[config.mk]
export PLATFORM = sky130hd
export DESIGN_NAME = dtnms_scale
export DESIGN_NICKNAME = d
export VERILOG_FILES = /design/src/dtnms_scale.sv
export SDC_FILE = /design/constraint.sdc
export NUM_CORES = 1
export LEC_CHECK = 0
export BUFFER_PORTS_ARGS = -buffer_cell sky130_fd_sc_hd__buf_2
export CORE_MARGIN = 1.5
export CORE_UTILIZATION = 58
export CTS_CLUSTER_DIAMETER = 80
export DETAILED_ROUTE_END_ITERATION = 7
export PLACE_DENSITY = 0.76
export SETUP_SLACK_MARGIN = 0.2
export SYNTH_ARGS = -nofsm -noshare
export SYNTH_HDL_FRONTEND = slang
export SYNTH_SLANG_ARGS = --single-unit
[constraint.sdc]
create_clock -name i_clk -period 11.6 [get_ports i_clk]
set_input_delay 2.32 -clock i_clk [delete_from_list [all_inputs] [get_ports i_clk]]
set_output_delay 2.32 -clock i_clk [all_outputs]
set_load 0.005 [all_outputs]
[src/dtnms_scale.sv]
// ----------------------------------------------------------------------------
// dtnms_scale: coordinate rescale
// Q11.4 times Q4.12, truncate toward zero, saturate to COORD_BITS, registered.
// ----------------------------------------------------------------------------
module dtnms_scale #(
    parameter int unsigned COORD_BITS = 16
) (
    input  logic                         i_clk,
    input  logic signed [15:0]           i_v,
    input  logic [15:0]                  i_scale,
    output logic signed [COORD_BITS-1:0] o_v
);
    localparam int unsigned PW = 33;
    logic signed [PW-1:0] w_p;
    logic signed [PW-1:0] w_q;
    logic signed [PW-1:0] w_max;
    logic signed [PW-1:0] w_min;
    logic signed [COORD_BITS-1:0] r_v;

    assign w_p = PW'(i_v) * $signed({1'b0, i_scale});
    assign w_q = w_p[PW-1] ? -((-w_p) >>> 16) : (w_p >>> 16);
    assign w_max = PW'((64'sd1 <<< (COORD_BITS - 1)) - 64'sd1);
    assign w_min = -w_max - PW'(1);

    always_ff @(posedge i_clk) begin
        if (w_q > w_max) begin
            r_v <= w_max[COORD_BITS-1:0];
        end else if (w_q < w_min) begin
            r_v <= w_min[COORD_BITS-1:0];
        end else begin
            r_v <= w_q[COORD_BITS-1:0];
        end
    end
    assign o_v = r_v;
endmodule

==> reports/qor.csv, run 1 <==
metric,value,unit
status,completed,
slew_headroom,0.525,
initial_core_util,0.598,
clk_pin_slew,0.04,ns
antenna_found_initial,0,
place.gp.congestion,0.963,
fmax,94.0,MHz
hp-class,reg2out,
dp_hpwl,19.9,mm
finalCritPeriodShare,0.918,
nets,1588,
synth.yosys.seq_area_share,0.0306,
cts_root_buf,clkbuf_16,
yosysWarnings,0,
htreeDepth,1,
final_antenna_net_count,0,
num_antenna_cells,0,
rows,48,
vias_per_cell,5.71,
synth-seq-cells,16,
firstDrtPassIters,6,
rsz0062_at_grt,no,
port_buffers,48,
path_buf_inv,4,
track_usage,0.282,
wl_per_cell,16.4,um
cp_top_family,adder cells,
vias,8343,
slew_viol_final,0,
cts-resized-gates,0,
layout-drive-gt1-share,0.0713,
syn2layout_area_growth,3.70,%
tightestPinTransition,0.712,ns
max_stage_delay,0.62,ns
die_h,137,um
crit_slowest_cell,o311a_1,
remaining_drc_errors,0,
wl,24.0,mm
cts_made_buffers,3,
crit_arrival,10.72,ns
crit_fanout,16,
min_period,10.64,ns
crit_start,i_scale[0],
cts_hold_buf,0,
synthArstFlopShare,0,
drt_iter0_markers,750,
grt_max_degree,17,
drv_cap,0,
path_class,in2reg,
cts_setup_buffers,0,
core_area,0.0175,sq mm
hold_violations,0,
grt_pass1_wl,42.2,mm
synth.distinct_cells,74,
cp-start-kind,input pin,
cp.required,11.67,ns
grt_pass1_vias,8615,
cts_tree,built,
overflow,0,
setup_viol,0,
min_from,o_v[5],
synth-main-ff-cell,dfxtp_1,
syn-num-nets,1584,
ios,49,
cpMostUsedCell,fa_1,
largest_reg_flops,16,
finalSetupTns,0,ns
crit_path_end_kind,register,
die-area,0.0188,sq mm
synth_edf_count,0,
syn_area,0.0105,sq mm
numClockSinks,16,
fp.dieW,137,um
synthCells,1233,
clk_path_buf_depth,2,
syn-mean-instance-area,8.48,sq um
==> cell usage after synthesis (13+ instances only) <==
master | number | area (sq um)
fa_1 | 194 | 3880
ha_1 | 124 | 1550
and2_1 | 118 | 738
dfxtp_1 | 16 | 320
nor2_1 | 30 | 113
xnor2_1 | 25 | 219
clkbuf_1 | 42 | 158
o21ai_0 | 32 | 160
nand2_1 | 173 | 649
inv_1 | 247 | 927
a21oi_1 | 32 | 160
o21ai_2 | 13 | 114
==> logic make-up (layout without fill, tap and decap cells) <==
family	count (synthesis)	after routing	share of synthesized area
buffers and inverters	297	299	0.109
XOR/XNOR	33	33	0.0277
multiplexers	8	8	0.00802
flip-flops	16	16	0.0306
adder cells (fa/ha/maj)	318	318	0.520
AO/OA/AOI/OAI	156	156	0.105
AND/OR/NAND/NOR	405	405	0.199
==> cells in the final DEF (no fill, tap or decap), types with 16 or more instances in the layout <==
cell type,synthesis,final
nor2_1,30,30
dfxtp_1,16,16
and2_1,118,118
buf_2,2,48
inv_1,247,247
a21oi_1,32,32
o21ai_0,32,32
ha_1,124,124
fa_1,194,194
xnor2_1,25,25
nand2_1,173,173
==> stage by stage <==
step	hold slack, ns	instance area (sq um)	instances	setup slack (ns)	utilization
floorplan	2.60	10500	1233	1.61	-
global placement	2.70	10800	1457	0.793	0.616
detailed placement	2.69	10800	1457	0.723	0.616
CTS	2.96	10800	1460	0.979	0.620
global route	2.97	10800	1460	0.305	0.620
finish	2.95	10800	1460	0.957	0.620
==> metal layers <==
layer | vias to the layer above | wire length [um] | global-route usage
li1 | 3887 | - | -
met1 | 4113 | 10900 | 0.410
met2 | 307 | 11100 | 0.465
met3 | 36 | 1500 | 0.0283
met4 | 0 | 393 | 0.0520
met5 | - | 0 | 0
==> cell type report <==
type,count,area [sq um]
inverter,248,931
timing repair buffer,48,240
multi-input combinational,920,8990
clock buffer,3,75.1
fill,1547,6640
sequential,16,320
tap,225,282
==> path summary, 6_finish.rpt <==
path | slack [ns] | to | cells past startpoint
worst max-delay path | 0.96 | o_v[10] | 25
worst min-delay path | 2.95 | o_v[5] | 1
Power of run 1 is left out: the tool's default activity adds up to more than one toggle a clock period on the data nets, which glitch-free logic cannot reach.
==> run 2, diff against run 1 <==
- CORE_MARGIN: 1.5 -> 2
==> reports/qor.csv, run 2 (synthesis results as in run 1) <==
metric,value,unit
layout.cells.most_common,inv_1,
largest_reg_flops,16,
cts_hold_buf,0,
cts_setup_buffers,0,
tightestPinTransition,0.729,ns
overflow,0,
min_to,o_v[10],
cts_made_buffers,3,
clk_pin_slew,0.04,ns
layout-drive-gt1-share,0.0728,
cp-start-kind,input pin,
wl_per_cell,16.5,um
port_buffers,48,
final_antenna_net_count,0,
drv_cap,0,
initial_core_util,0.586,
fmax,93.8,MHz
setup_viol,0,
nets,1589,
dp_hpwl,19.9,mm
vias_per_cell,5.64,
core_area,0.0178,sq mm
die_h,138,um
antenna_found_initial,0,
syn2layout_area_growth,3.83,%
crit_arrival,10.73,ns
numClockSinks,16,
die-area,0.0191,sq mm
track_usage,0.267,
vias,8263,
firstDrtPassIters,6,
num_antenna_cells,0,
cts_tree,built,
fp.dieW,138,um
finalSetupTns,0,ns
cpMostUsedCell,fa_1,
cp.required,11.67,ns
grt_pass1_wl,42.6,mm
fill_cells,1565,
rows,49,
crit_fanout,16,
ios,49,
finalCritPeriodShare,0.919,
whs_path_depth,1,
max_stage_delay,0.63,ns
min_period,10.66,ns
drt_iter0_markers,627,
min_from,o_v[10],
hp-class,reg2out,
remaining_drc_errors,0,
path_class,in2reg,
status,completed,
final_cell_mix,"247 x inv_1, 194 x fa_1, 173 x nand2_1",
rsz0062_at_grt,no,
hold_violations,0,
clk_path_buf_depth,2,
grt_pass1_vias,8711,
crit_path_end_kind,register,
cts_root_buf,clkbuf_16,
crit_slowest_cell,a211oi_1,
slew_headroom,0.514,
wl,24.1,mm
place.gp.congestion,0.924,
htreeDepth,1,
slew_viol_final,0,
cts-resized-gates,0,
grt_max_degree,17,
[run 2: cell count changes in the layout (fill, tap and decap cells not counted)]
cell and change:
buf_4 +1, o311a_1 -1, o311a_2 +1
[run 2: worst max path at each step]
stage,from,end,slack [ns],depth (start not counted)
6_report,i_scale[5],o_v[10],0.94,27
5_1_grt,i_scale[5],o_v[10],0.36,27
4_1_cts,i_scale[5],o_v[10],0.89,28
3_5_place_dp,i_scale[5],o_v[10],0.73,28
3_3_place_gp,i_scale[1],o_v[11],0.87,25
2_1_floorplan,i_scale[5],o_v[0],1.61,29
[run 2: cell type report]
class	instances	area (sq um)	share of cell area
multi-input cells	920	8990	0.829
inverters	248	931	0.0858
flip-flops and latches	16	320	0.0295
well taps	229	287	0.0264
repair buffers	49	248	0.0228
clock buffers	3	75.1	0.00692
[run 2: per-stage QoR]
step                worst slack, ns  cell area (sq um)   util  std cells  hold slack (ns)
floorplan                      1.61              10500      -       1233             2.60
global placement              0.870              10800  0.604       1462             2.70
detailed placement            0.727              10800  0.604       1462             2.70
CTS                           0.885              10900  0.608       1465             2.96
global route                  0.362              10900  0.608       1465             2.97
finish                        0.936              10900  0.608       1465             2.96
[run 2: per-layer routing]
metal	track usage	share of wire	vias up
met5	0	0	-
met4	0.0580	0.021	0
met3	0.0211	0.051	44
met2	0.452	0.48	249
met1	0.380	0.45	4072
li1	-	-	3898
[run 2: worst max-delay path: cells and delay by family]
family | cells | cell delay, ns
AOI/OAI and AO/OA | 8 | 2.68
adders and majority gates | 8 | 3.99
buffers and inverters | 6 | 0.63
and+or+nand+nor | 5 | 1.09
Power of run 2 is left out for the same reason.
==> run 3, diff against run 2 <==
- CELL_PAD_IN_SITES_DETAIL_PLACEMENT: not set -> 1
- CELL_PAD_IN_SITES_GLOBAL_PLACEMENT: not set -> 2
- CORE_UTILIZATION: 58 -> 40
- PLACE_DENSITY: 0.76 -> not set
- PLACE_DENSITY_LB_ADDON: not set -> 0.1
==> reports/qor.csv, run 3 (synthesis results as in run 1) <==
metric,value,unit
vias,8108,
path_class,in2reg,
fp.dieW,166,um
port_buffers,48,
numClockSinks,16,
layout-drive-gt1-share,0.0735,
drt_iter0_markers,316,
hold_violations,0,
grt_pass1_vias,8881,
slew_headroom,0.496,
largest_reg_flops,16,
vias_per_cell,5.15,
crit_path_end_kind,register,
ios,49,
die-area,0.0274,sq mm
layout.cells.most_common,inv_1,
antenna_found_initial,0,
syn2layout_area_growth,5.23,%
core_area,0.0258,sq mm
cp-start-kind,input pin,
nets,1591,
finalCritPeriodShare,0.915,
num_antenna_cells,0,
status,completed,
firstDrtPassIters,4,
timing.hold.ws,2.96,ns
wl_per_cell,17.5,um
cts_made_buffers,3,
die_h,166,um
final_antenna_net_count,0,
place.gp.congestion,0.761,
cts_setup_buffers,0,
cp.required,11.68,ns
rsz0062_at_grt,no,
track_usage,0.213,
crit_fanout,16,
dp_hpwl,23.5,mm
rows,59,
wl,27.5,mm
crit_arrival,10.70,ns
drv_cap,0,
setup_viol,0,
min_period,10.62,ns
hp-class,reg2out,
cts_tree,built,
cts-resized-gates,0,
grt_max_degree,17,
final_cell_mix,"247 x inv_1, 194 x fa_1, 173 x nand2_1",
initial_core_util,0.405,
fmax,94.2,MHz
finalSetupTns,0,ns
tightestPinTransition,0.749,ns
cts_root_buf,clkbuf_16,
grt_pass1_wl,48.2,mm
clk_pin_slew,0.04,ns
remaining_drc_errors,0,
cts_hold_buf,0,
overflow,0,
slew_viol_final,0,
htreeDepth,1,
post-route-util,0.426,
clk_path_buf_depth,2,
[run 3: path summary, 6_finish.rpt]
check | slack, ns | depth (start not counted) | from | end
max | 0.98 | 25 | i_scale[0] | o_v[11]
min | 2.96 | 1 | o_v[11] | o_v[11]
[run 3: cell type report]
class                      instances  area (sq um)
fill                            3124         14800
clock buffer                       3          75.1
sequential                        16           320
timing repair buffer              51           263
inverter                         248           931
tap                              335           419
multi-input combinational        920          8990
[run 3: per-stage QoR]
step	setup WS [ns]	cell area, sq um	instances
2_1_floorplan	1.61	10500	1233
3_3_place_gp	0.701	10900	1570
3_5_place_dp	0.681	10900	1570
4_1_cts	0.871	11000	1573
5_1_grt	0.256	11000	1573
6_report	0.981	11000	1573
[run 3: metal layers]
metal,global-route usage,share of wire
met1,0.328,0.51
met2,0.344,0.45
met3,0.0100,0.026
met4,0.0227,0.0080
met5,0,0
[run 3: worst max-delay path, cell delays in order]
cell	delay [ns]
buf_2	0.23
nand2b_1	0.26
fa_1	0.54
fa_1	0.55
inv_1	0.06
fa_1	0.52
fa_1	0.56
fa_1	0.59
inv_1	0.07
fa_1	0.54
inv_1	0.04
ha_1	0.40
a21oi_1	0.25
o21ai_1	0.22
a21o_1	0.22
or4_1	0.55
a22oi_1	0.32
nand4_4	0.19
or3_1	0.57
and4bb_2	0.39
o21ai_0	0.11
ha_1	0.34
nand2_2	0.06
o21ai_2	0.60
o21ai_0	0.19
Power of run 3 is left out for the same reason.
