### src/dtnms_pkg.sv
// ----------------------------------------------------------------------------
// dtnms_pkg: shared types and constants
// Register indexes, list entry layout, cell control bundle and FSM states.
// ----------------------------------------------------------------------------
package dtnms_pkg;

    localparam int unsigned CFG_W = 16;
    localparam int unsigned REG_IDX_W = 3;

    typedef enum logic [REG_IDX_W-1:0] {
        REG_SCORE_THR = 3'd0,
        REG_IOU_THR   = 3'd1,
        REG_KEEP_CNT  = 3'd2,
        REG_IMG_W     = 3'd3,
        REG_IMG_H     = 3'd4,
        REG_SCALE     = 3'd5
    } t_reg_idx;

    typedef struct packed {
        logic [15:0]        score;
        logic signed [15:0] x;
        logic signed [15:0] y;
        logic [14:0]        w;
        logic [14:0]        h;
    } t_entry;

    // Control sent down the cell row each cycle.
    typedef struct packed {
        logic ins;    // insert the new entry this cycle
        logic shift;  // shift the row toward the head (readout)
        logic clear;  // empty the row
    } t_cell_ctl;

    typedef enum logic [2:0] {
        ST_COLLECT,
        ST_CHECK,
        ST_CALC,
        ST_EMIT,
        ST_EMPTY
    } t_state;

endpackage

### src/dtnms_cell.sv
// ----------------------------------------------------------------------------
// dtnms_cell: one slot of the sorted insertion list
// Holds an entry; on insert it takes the new entry, takes its upper neighbor's
// entry, or keeps its own, by score comparison; slots past list size empty.
// ----------------------------------------------------------------------------
module dtnms_cell (
    input  logic                i_clk,
    input  logic                i_rst_n,
    input  dtnms_pkg::t_cell_ctl i_ctl,
    input  logic                i_en,        // slot is inside list size
    input  dtnms_pkg::t_entry   i_new,
    input  dtnms_pkg::t_entry   i_prev,      // upper neighbor entry
    input  logic                i_prev_vld,
    input  logic                i_prev_tk,   // upper neighbor or above took new
    input  dtnms_pkg::t_entry   i_next,      // lower neighbor entry
    input  logic                i_next_vld,
    output dtnms_pkg::t_entry   o_ent,
    output logic                o_vld,
    output logic                o_tk
);
    dtnms_pkg::t_entry r_ent;
    logic              r_vld;
    logic              w_beats;

    // new entry goes above this one on strictly greater score or an empty slot
    assign w_beats = !r_vld || (i_new.score > r_ent.score);
    assign o_tk    = i_prev_tk || w_beats;
    assign o_ent   = r_ent;
    assign o_vld   = r_vld;

    always_ff @(posedge i_clk) begin
        if (!i_rst_n || i_ctl.clear) begin
            r_vld <= 1'b0;
        end else if (i_ctl.shift) begin
            r_vld <= i_next_vld;
            r_ent <= i_next;
        end else if (i_ctl.ins && i_en) begin
            if (i_prev_tk) begin
                r_vld <= i_prev_vld;
                r_ent <= i_prev;
            end else if (w_beats) begin
                r_vld <= 1'b1;
                r_ent <= i_new;
            end
        end else if (i_ctl.ins) begin
            r_vld <= 1'b0;
        end
    end
endmodule

### config.mk
export PLATFORM = sky130hd
export DESIGN_NAME = dtnms_cell
export DESIGN_NICKNAME = d
export VERILOG_FILES = /design/src/dtnms_pkg.sv /design/src/dtnms_cell.sv
export SDC_FILE = /design/constraint.sdc
export NUM_CORES = 1
export LEC_CHECK = 0
export ABC_AREA = 0
export BUFFER_PORTS_ARGS = -buffer_cell sky130_fd_sc_hd__buf_2
export CAP_MARGIN = 10
export CELL_PAD_IN_SITES_DETAIL_PLACEMENT = 0
export CELL_PAD_IN_SITES_GLOBAL_PLACEMENT = 1
export CORE_ASPECT_RATIO = 1.4
export CORE_MARGIN = 5
export CORE_UTILIZATION = 29
export DETAILED_ROUTE_END_ITERATION = 10
export PLACE_DENSITY = 0.8
export SETUP_SLACK_MARGIN = 0.2
export SYNTH_ARGS = -nofsm -noshare
export SYNTH_HDL_FRONTEND = slang
export SYNTH_SLANG_ARGS = --single-unit
### constraint.sdc
create_clock -name i_clk -period 7.3 [get_ports i_clk]
set_clock_uncertainty 0.15 [all_clocks]
set_input_delay 0.73 -clock i_clk [delete_from_list [all_inputs] [get_ports i_clk]]
set_output_delay 0.73 -clock i_clk [all_outputs]
set_load 0.005 [all_outputs]
==> run summary, run 1 <==
Status = completed
Fmax = 265 MHz
VDD IR max = 0.122 mV
Met2 usage = 27.3%
Hold WS = 488 ps
Die Ht = 156 µm
Synth cell count leaders = nand2_1, edfxtp_1, mux2i_1
Fraction of registers with async set/reset = 0%
Top-Level Pins = 323
Seq/Total Area, Yosys = 53.2%
Area of the multi-input gates = 1900 µm²
Post-cts resize count = 0
Clk buf depth = 2
Skew-Pair Late Insertion Delay = 330 ps
CP Max Fanout = 62
Req. time, crit path = 7100 ps
Drt first pass iters = 4
Unrepaired setup endpoints after global routing = false
GRT busiest layer = met2
Post-CTS setup buffers = 0
Post-route setup TNS = 0 ps
Synthesized area = 4440 µm²
Fillers = 1516
Vias = 4101
Root buf cell = clkbuf_16
Number of diodes = 0
Critical Path, Cell by Cell = buf_2, ha_1, nand4_1, nor4_1, a21boi_1, nor3_1, o32ai_4, buf_4
Final setup fails = 0
Synth warn = 0
Area share of the largest cell type after synthesis = 52.8%
Core Footprint = 15100 µm²
Grt met1 use = 17.9%
Starting density of the core = 29.5%
Number of enable flip-flop cells after synthesis = 78
Initial antenna violation count = 0
Yosys reg bits = 79
Area post-placement = 6210 µm²
Post-DP HPWL = 12.0 mm
Gr usage total = 15.5%
First-pass GRT wire length = 21.3 mm
DR iter-0 viols = 197
Number of global-route vias before repair = 4151
Power density over the cells = 191 nW/µm²
Avg Inst Size Synth = 10.9 µm²
Worst-path clk slew = 60 ps
Critical path capture point type = flip-flop
Largest delay contributor family on the critical path = compound AO/OA/AOI/OAI gates
Pre-CTS setup slack = 3070 ps
DRC = 0
WL final = 14.7 mm
Worst Hold Class = input pin to flip-flop
Ys flop type = edfxtp_1
Worst path bufs/invs = 2
Fin crit share = 51.7%
Met3 GRT Util = 4.18%
Design area = 6550 µm²
Synth cell types = 29
Final worst slack = 3530 ps
Max-cap viol count = 0
Slew HR = 42.8%
Largest net degree at the start of global routing = 101
Number of H-tree levels = 3
Reg area = 2360 µm²
Yosys top cell by area = edfxtp_1
Slowest cell on crit path = o32ai_4
Mapped Cells = 408
Grt ovf = 0
Layout cell share with drive strength beyond 1 = 47.2%
CTS Hold Bufs = 0
Worst-margin pin slew = 858 ps
WP data arrival = 3580 ps
Final Critical Period = 3770 ps
Nets = 977
Top cells by area, synth = edfxtp_1, mux2i_1, nand2_1, o21ai_0, ha_1
Worst Setup Start Kind = input pin
Critical path class = input pin to flip-flop
Routed Antenna Nets = 0
DR WL/cell = 16.1 µm
Crit-path max cell delay = 780 ps
Leak = 3.22 nW
DR vias/cell = 4.49
Syn-to-layout area delta = 47.6%
Cts bufs inserted = 9
Die W = 115 µm
PortBufs = 322
Die area = 17900 µm²
Max-slew violation count = 0
Overall power = 1.25 mW
Routability congestion estimate = 0.822
TritonCTS Sinks = 79
Fin. Hold Viols = 0
Row cnt = 53
Cell with the most instances after synthesis = nand2_1
CTS tree = built
Syn nets = 667
[flip-flops by register name (all words and copies together), names as in the netlist]
| name | count |
|---|---|
| o_vld | 1 |
| o_ent | 78 |
[area by class of cell]
type	count	area share, %
sequential	79	36.1
multi-input combinational	283	29.0
timing repair buffer	325	25.0
tap	192	3.67
clock buffer	9	3.44
clock inverter	6	1.68
inverter	20	1.15
[cell families after synthesis]
| group | count (synthesis) | share of synthesized area, % |
|---|---|---|
| AOI/OAI and AO/OA | 96 | 11.9 |
| and+or+nand+nor | 93 | 8.51 |
| DFF | 79 | 53.2 |
| muxes | 78 | 17.6 |
| buffers and inverters | 46 | 4.26 |
| adders and majority gates | 16 | 4.51 |
[cell usage in the layout, fill, tap and decap left out, types with 2 or more instances in the layout]
master	synthesis	routed
o21ai_0	58	58
bufinv_16	0	3
nand2_1	82	82
a21o_1	2	2
nand2b_1	2	2
o21ai_1	20	20
edfxtp_1	78	78
buf_4	2	5
clkbuf_16	0	9
nand4_1	2	2
a21oi_1	7	7
ha_1	16	16
o211ai_1	2	2
mux2i_1	78	78
buf_2	7	320
inv_1	20	20
[worst reg2reg max path, cell delays in order, from the launching register on]
cell and delay [ps]:
edfxtp_1 340, inv_1 50, ha_1 290, nand4_1 150, nor4_1 370, a21boi_1 220
nor3_1 110, o32ai_4 780, buf_4 780
[final timing paths]
| kind | from | endpoint | slack (ps) | cells past startpoint |
|---|---|---|---|---|
| max | i_new[77] | o_ent[37]$_DFFE_PP_ | 3530 | 8 |
| min | i_next_vld | o_vld$_SDFFE_PN0P_ | 490 | 3 |
| max reg2reg | o_ent[77]$_DFFE_PP_ | o_ent[37]$_DFFE_PP_ | 3670 | 8 |
| min reg2reg | o_vld$_SDFFE_PN0P_ | o_vld$_SDFFE_PN0P_ | 520 | 4 |
[stage by stage]
step                utilization, %  std cells
detailed placement            41.3        899
finish                        43.5        914
floorplan                        -        408
global placement              41.3        899
CTS                           43.5        914
global route                  43.5        914
[metal layers]
layer | vias up | wire length (µm)
li1 | 2095 | -
met2 | 190 | 7590
met5 | - | 0
met4 | 0 | 332
met3 | 19 | 1250
met1 | 1797 | 5510
[report_power, final]
| part | internal, mW | switching, mW |
|---|---|---|
| logic | 0.103 | 0.104 |
| clock network | 0.332 | 0.175 |
| registers | 0.532 | 0.00605 |
| total | 0.966 | 0.285 |
No activity file was read; power rests on OpenSTA's default activity.
==> run 2: changes to the inputs <==
clock period = 3.9 ns   (was 7.3 ns; I/O delays follow)
==> run summary, run 2 (synthesis gave the netlist of run 1 again) <==
Status = completed
Gate power share = 17.7%
Final worst slack = 1110 ps
Hold WS = 163 ps
Post-CTS setup buffers = 0
Nets = 979
Fmax = 358 MHz
Fin. Hold Viols = 0
CTS tree = built
Placed instance count = 901
Fillers = 1565
Final setup fails = 0
Grt ovf = 0
Routability congestion estimate = 0.819
DRC = 0
R2r startpoint = o_ent[69]$_DFFE_PP_
Sw Share = 23.9%
Skew-Pair Late Insertion Delay = 320 ps
Clk buf depth = 2
WL final = 14.5 mm
R2R Setup Slk = 1110 ps
Number of H-tree levels = 3
Number of global-route vias before repair = 4189
Fin crit share = 71.5%
Top-Level Pins = 323
Commonest non-fill, non-tap cells in the layout = buf_2, nand2_1, mux2i_1, edfxtp_1, o21ai_0
Die W = 115 µm
Slew HR = 45.4%
FF-to-FF End = o_ent[4]$_DFFE_PP_
Req. time, crit path = 3710 ps
PortBufs = 322
Commonest non-fill, non-tap cell in the layout = buf_2
Leak = 3.21 nW
Power density over the cells = 337 nW/µm²
DR WL/cell = 15.8 µm
R2R depth = 8
Critical path class = flip-flop to flip-flop
Initial antenna violation count = 0
WL met1 = 5.07 mm
Row cnt = 53
CP Max Fanout = 52
Vias = 4104
VDD IR max = 0.144 mV
Overall power = 2.22 mW
Crit-path max cell delay = 580 ps
Worst-path clk slew = 60 ps
Starting density of the core = 29.5%
Die Ht = 156 µm
Critical Path, Cell by Cell = inv_1, ha_1, nand4_1, nor4_2, a21boi_2, nor3_2, o32ai_4, buf_4
Metal2 WL = 7.60 mm
Routed Antenna Nets = 0
Cts bufs inserted = 9
Gr usage total = 15.3%
Largest delay contributor family on the critical path = buffers and inverters
Worst Hold Class = input pin to flip-flop
Slowest cell on crit path = buf_4
First-pass GRT wire length = 21.0 mm
WP data arrival = 2600 ps
Clock power frac = 36.9%
Die area = 17900 µm²
Number of diodes = 0
Max-slew violation count = 0
Uppermost routed layer = met4
Reg power frac = 45.4%
DR vias/cell = 4.48
Core Footprint = 15100 µm²
Worst Setup Start Kind = flip-flop
Layout cell share with drive strength beyond 1 = 48.3%
Worst path bufs/invs = 2
Hold Path End = o_vld$_SDFFE_PN0P_
Min-Delay Path Depth = 3
Critical path capture point type = flip-flop
Worst-margin pin slew = 819 ps
Post-route setup TNS = 0 ps
Drt first pass iters = 4
Root buf cell = clkbuf_16
TritonCTS Sinks = 79
Post-DP HPWL = 12.0 mm
Psw = 0.530 mW
DR iter-0 viols = 151
Int Pwr = 1.69 mW
Pre-CTS setup slack = 924 ps
Largest net degree at the start of global routing = 116
Final Non-Filler Cells = 916
CTS Hold Bufs = 0
Unrepaired setup endpoints after global routing = false
Max-cap viol count = 0
Final Critical Period = 2790 ps
Largest register FFs = 78
Met3 WL = 1.45 mm
Post-cts resize count = 0
Worst hold start = i_next_vld
Syn-to-layout area delta = 48.1%
==> run 2: per-stage QoR <==
step	instance area [µm²]	utilization, %
floorplan	4490	-
global placement	6280	41.7
detailed placement	6280	41.7
CTS	6570	43.7
global route	6570	43.7
finish	6570	43.7
==> run 2: worst max path at each step <==
stage                                   start                  end  cells after the start
after detailed placement            i_new[69]  o_ent[27]$_DFFE_PP_                      8
final                     o_ent[69]$_DFFE_PP_   o_ent[4]$_DFFE_PP_                      8
after global routing      o_ent[69]$_DFFE_PP_  o_ent[39]$_DFFE_PP_                      8
after floorplan           o_ent[76]$_DFFE_PP_   o_ent[0]$_DFFE_PP_                      7
after CTS                 o_ent[69]$_DFFE_PP_   o_ent[4]$_DFFE_PP_                      8
after global placement              i_new[77]  o_ent[28]$_DFFE_PP_                      8
==> run 2: power groups by stage <==
| stage | logic [mW] | clock network (mW) | registers (mW) |
|---|---|---|---|
| after global routing | 0.442 | 0.886 | 1.01 |
| after global placement | 0.398 | 0 | 1.02 |
| after floorplan | 0.177 | 0 | 1.03 |
| final | 0.392 | 0.817 | 1.01 |
| after detailed placement | 0.403 | 0 | 1.02 |
| after CTS | 0.403 | 0.844 | 1.01 |
==> run 2: worst reg2reg max path, delay by kind of cell, from the launching register on <==
kind,cells,cell delay [ps]
flops,1,340
compound gates,2,430
buf+inv,2,630
fa+ha+maj,1,310
simple gates,3,530
==> run 2: layer usage <==
metal,GRT usage [%],vias to the layer above
met5,0,-
met2,28.0,193
met4,6.11,0
met3,5.26,21
li1,-,2096
met1,15.9,1794
==> run 2: area by class of cell <==
type | count | area [µm²] | area share (%)
clock buffers | 10 | 229 | 3.48
flip-flops and latches | 79 | 2360 | 35.9
well taps | 192 | 240 | 3.66
repair buffers | 327 | 1670 | 25.4
inverters | 20 | 75.1 | 1.14
multi-input cells | 283 | 1940 | 29.5
clock inverters | 5 | 60.1 | 0.914
==> run 3: changes to the inputs <==
CORE_UTILIZATION = 26   (was 29)
PLACE_DENSITY = 0.76   (was 0.8)
clock period = 2.5 ns   (was 3.9 ns; I/O delays follow)
==> run summary, run 3 (synthesis gave the netlist of run 1 again) <==
Slew HR = 69.5%
Power density over the cells = 542 nW/µm²
Area post-placement = 6350 µm²
DR WL/cell = 16.6 µm
Nets = 994
Largest net degree at the start of global routing = 83
Die area = 19800 µm²
Pre-CTS setup slack = -44.7 ps
Number of diodes = 0
Design area = 6920 µm²
Row cnt = 56
Cts bufs inserted = 9
Worst-path clk slew = 60 ps
WP data arrival = 2440 ps
Final worst slack = -38.6 ps
CP Launch Point = o_ent[76]$_DFFE_PP_
R2r startpoint = o_ent[76]$_DFFE_PP_
GRT busiest layer = met2
Req. time, crit path = 2400 ps
Initial antenna violation count = 1
Final setup fails = 50
WL final = 15.6 mm
Die W = 120 µm
Drt first pass iters = 4
Slowest cell on crit path = edfxtp_1
Die Ht = 165 µm
DR vias/cell = 4.41
Fmax = 394 MHz
Gr usage total = 15.0%
Post-DP HPWL = 12.7 mm
Crit-path max cell delay = 350 ps
R2R Setup Slk = -40 ps
Fin. Hold Viols = 0
Number of global-route vias before repair = 4262
Number of H-tree levels = 3
Worst Hold Class = input pin to flip-flop
Clk buf depth = 2
Top-Level Pins = 323
Starting density of the core = 26.5%
Worst hold start = i_next_vld
DR iter-0 viols = 118
Syn-to-layout area delta = 56.0%
Core Footprint = 16700 µm²
Fin crit share = 102%
Grt met1 use = 16.7%
Routed Antenna Nets = 0
First-pass GRT wire length = 22.7 mm
Status = finished with violations
PortBufs = 322
Worst Setup Start Kind = flip-flop
Commonest non-fill, non-tap cells in the layout = buf_2, nand2_1, mux2i_1, edfxtp_1, o21ai_0
Root buf cell = clkbuf_16
VDD IR max = 0.385 mV
Grt ovf = 0
Final Critical Period = 2540 ps
Worst path most repeated cell = buf_12
Largest register FFs = 78
Unrepaired setup endpoints after global routing = true
Worst-margin pin slew = 458 ps
Critical Path, Cell by Cell = inv_1, ha_1, nand4_1, or2_1, o32ai_2, nor3_2, o32ai_4, buf_12, buf_12, clkbuf_16
TritonCTS Sinks = 79
CP Max Fanout = 5
Routability congestion estimate = 0.796
Leak = 3.36 nW
Failing checks = setup timing
Met3 GRT Util = 4.25%
Critical path capture point type = flip-flop
CTS tree = built
Commonest non-fill, non-tap cell in the layout = buf_2
Critical path class = flip-flop to flip-flop
DRC = 0
Layout cell share with drive strength beyond 1 = 49.7%
Met2 usage = 27.9%
Skew-Pair Late Insertion Delay = 330 ps
Max-slew violation count = 0
Max-cap viol count = 0
Hold WS = 27.9 ps
Fillers = 1704
Vias = 4154
## run 3: changes by cell type in the layout (fill, tap and decap cells not counted), sizes merged
cell / change
bufinv: +2
clkbuf: +1
buf: +13
## run 3: timing repair
item                                    4_1_cts  5_1_grt
gates resized for setup                       7        3
endpoints found under the setup margin       79       79
hold buffers                                  0        0
cloned                                        2        2
buffers inserted                              6        0
pin swaps                                     2        3
## run 3: power breakdown
part / internal [mW] / total [mW] / switching, mW
combinational: 0.359 / 0.685 / 0.325
clock: 0.969 / 1.50 / 0.532
sequential: 1.55 / 1.57 / 0.0175
total: 2.88 / 3.75 / 0.875
## run 3: area by class of cell
cell class	count	area [µm²]	area share, %
Clock inverter	7	111	1.61
Timing Repair Buffer	342	1940	28.0
Tap cell	203	254	3.67
Multi-Input combinational cell	283	1950	28.2
Sequential cell	79	2360	34.1
Clock buffer	9	225	3.25
Inverter	20	75.1	1.08
## run 3: path summary, 6_finish.rpt
path	cells after the start	to
max	10	o_ent[16]$_DFFE_PP_
min	3	o_vld$_SDFFE_PN0P_
max reg2reg	10	o_ent[16]$_DFFE_PP_
min reg2reg	4	o_vld$_SDFFE_PN0P_
## run 3: worst max-delay path, delay by kind of cell, from the launching register on
| family | cells | cell delay, ps |
|---|---|---|
| simple gates | 3 | 530 |
| buf+inv | 4 | 480 |
| compound gates | 2 | 470 |
| flops | 1 | 350 |
| fa+ha+maj | 1 | 290 |
## run 3: stage by stage
stage                     std cells  util [%]  setup TNS (ps)  power, mW
after floorplan                 408         -         -101210       1.88
after global placement          917      37.9           -21.0       2.24
after detailed placement        917      37.9           -1860       2.25
after CTS                       941      40.9           -1260       3.80
after global routing            943      41.3           -8920       3.97
final                           943      41.3            -886       3.75
## run 3: per-layer routing
layer / share of wire, % / wire, µm / up-vias
li1: - / - / 2138
met2: 53 / 8260 / 188
met3: 7.7 / 1200 / 12
met5: 0.083 / 13 / -
met4: 1.4 / 216 / 2
met1: 38 / 5940 / 1814
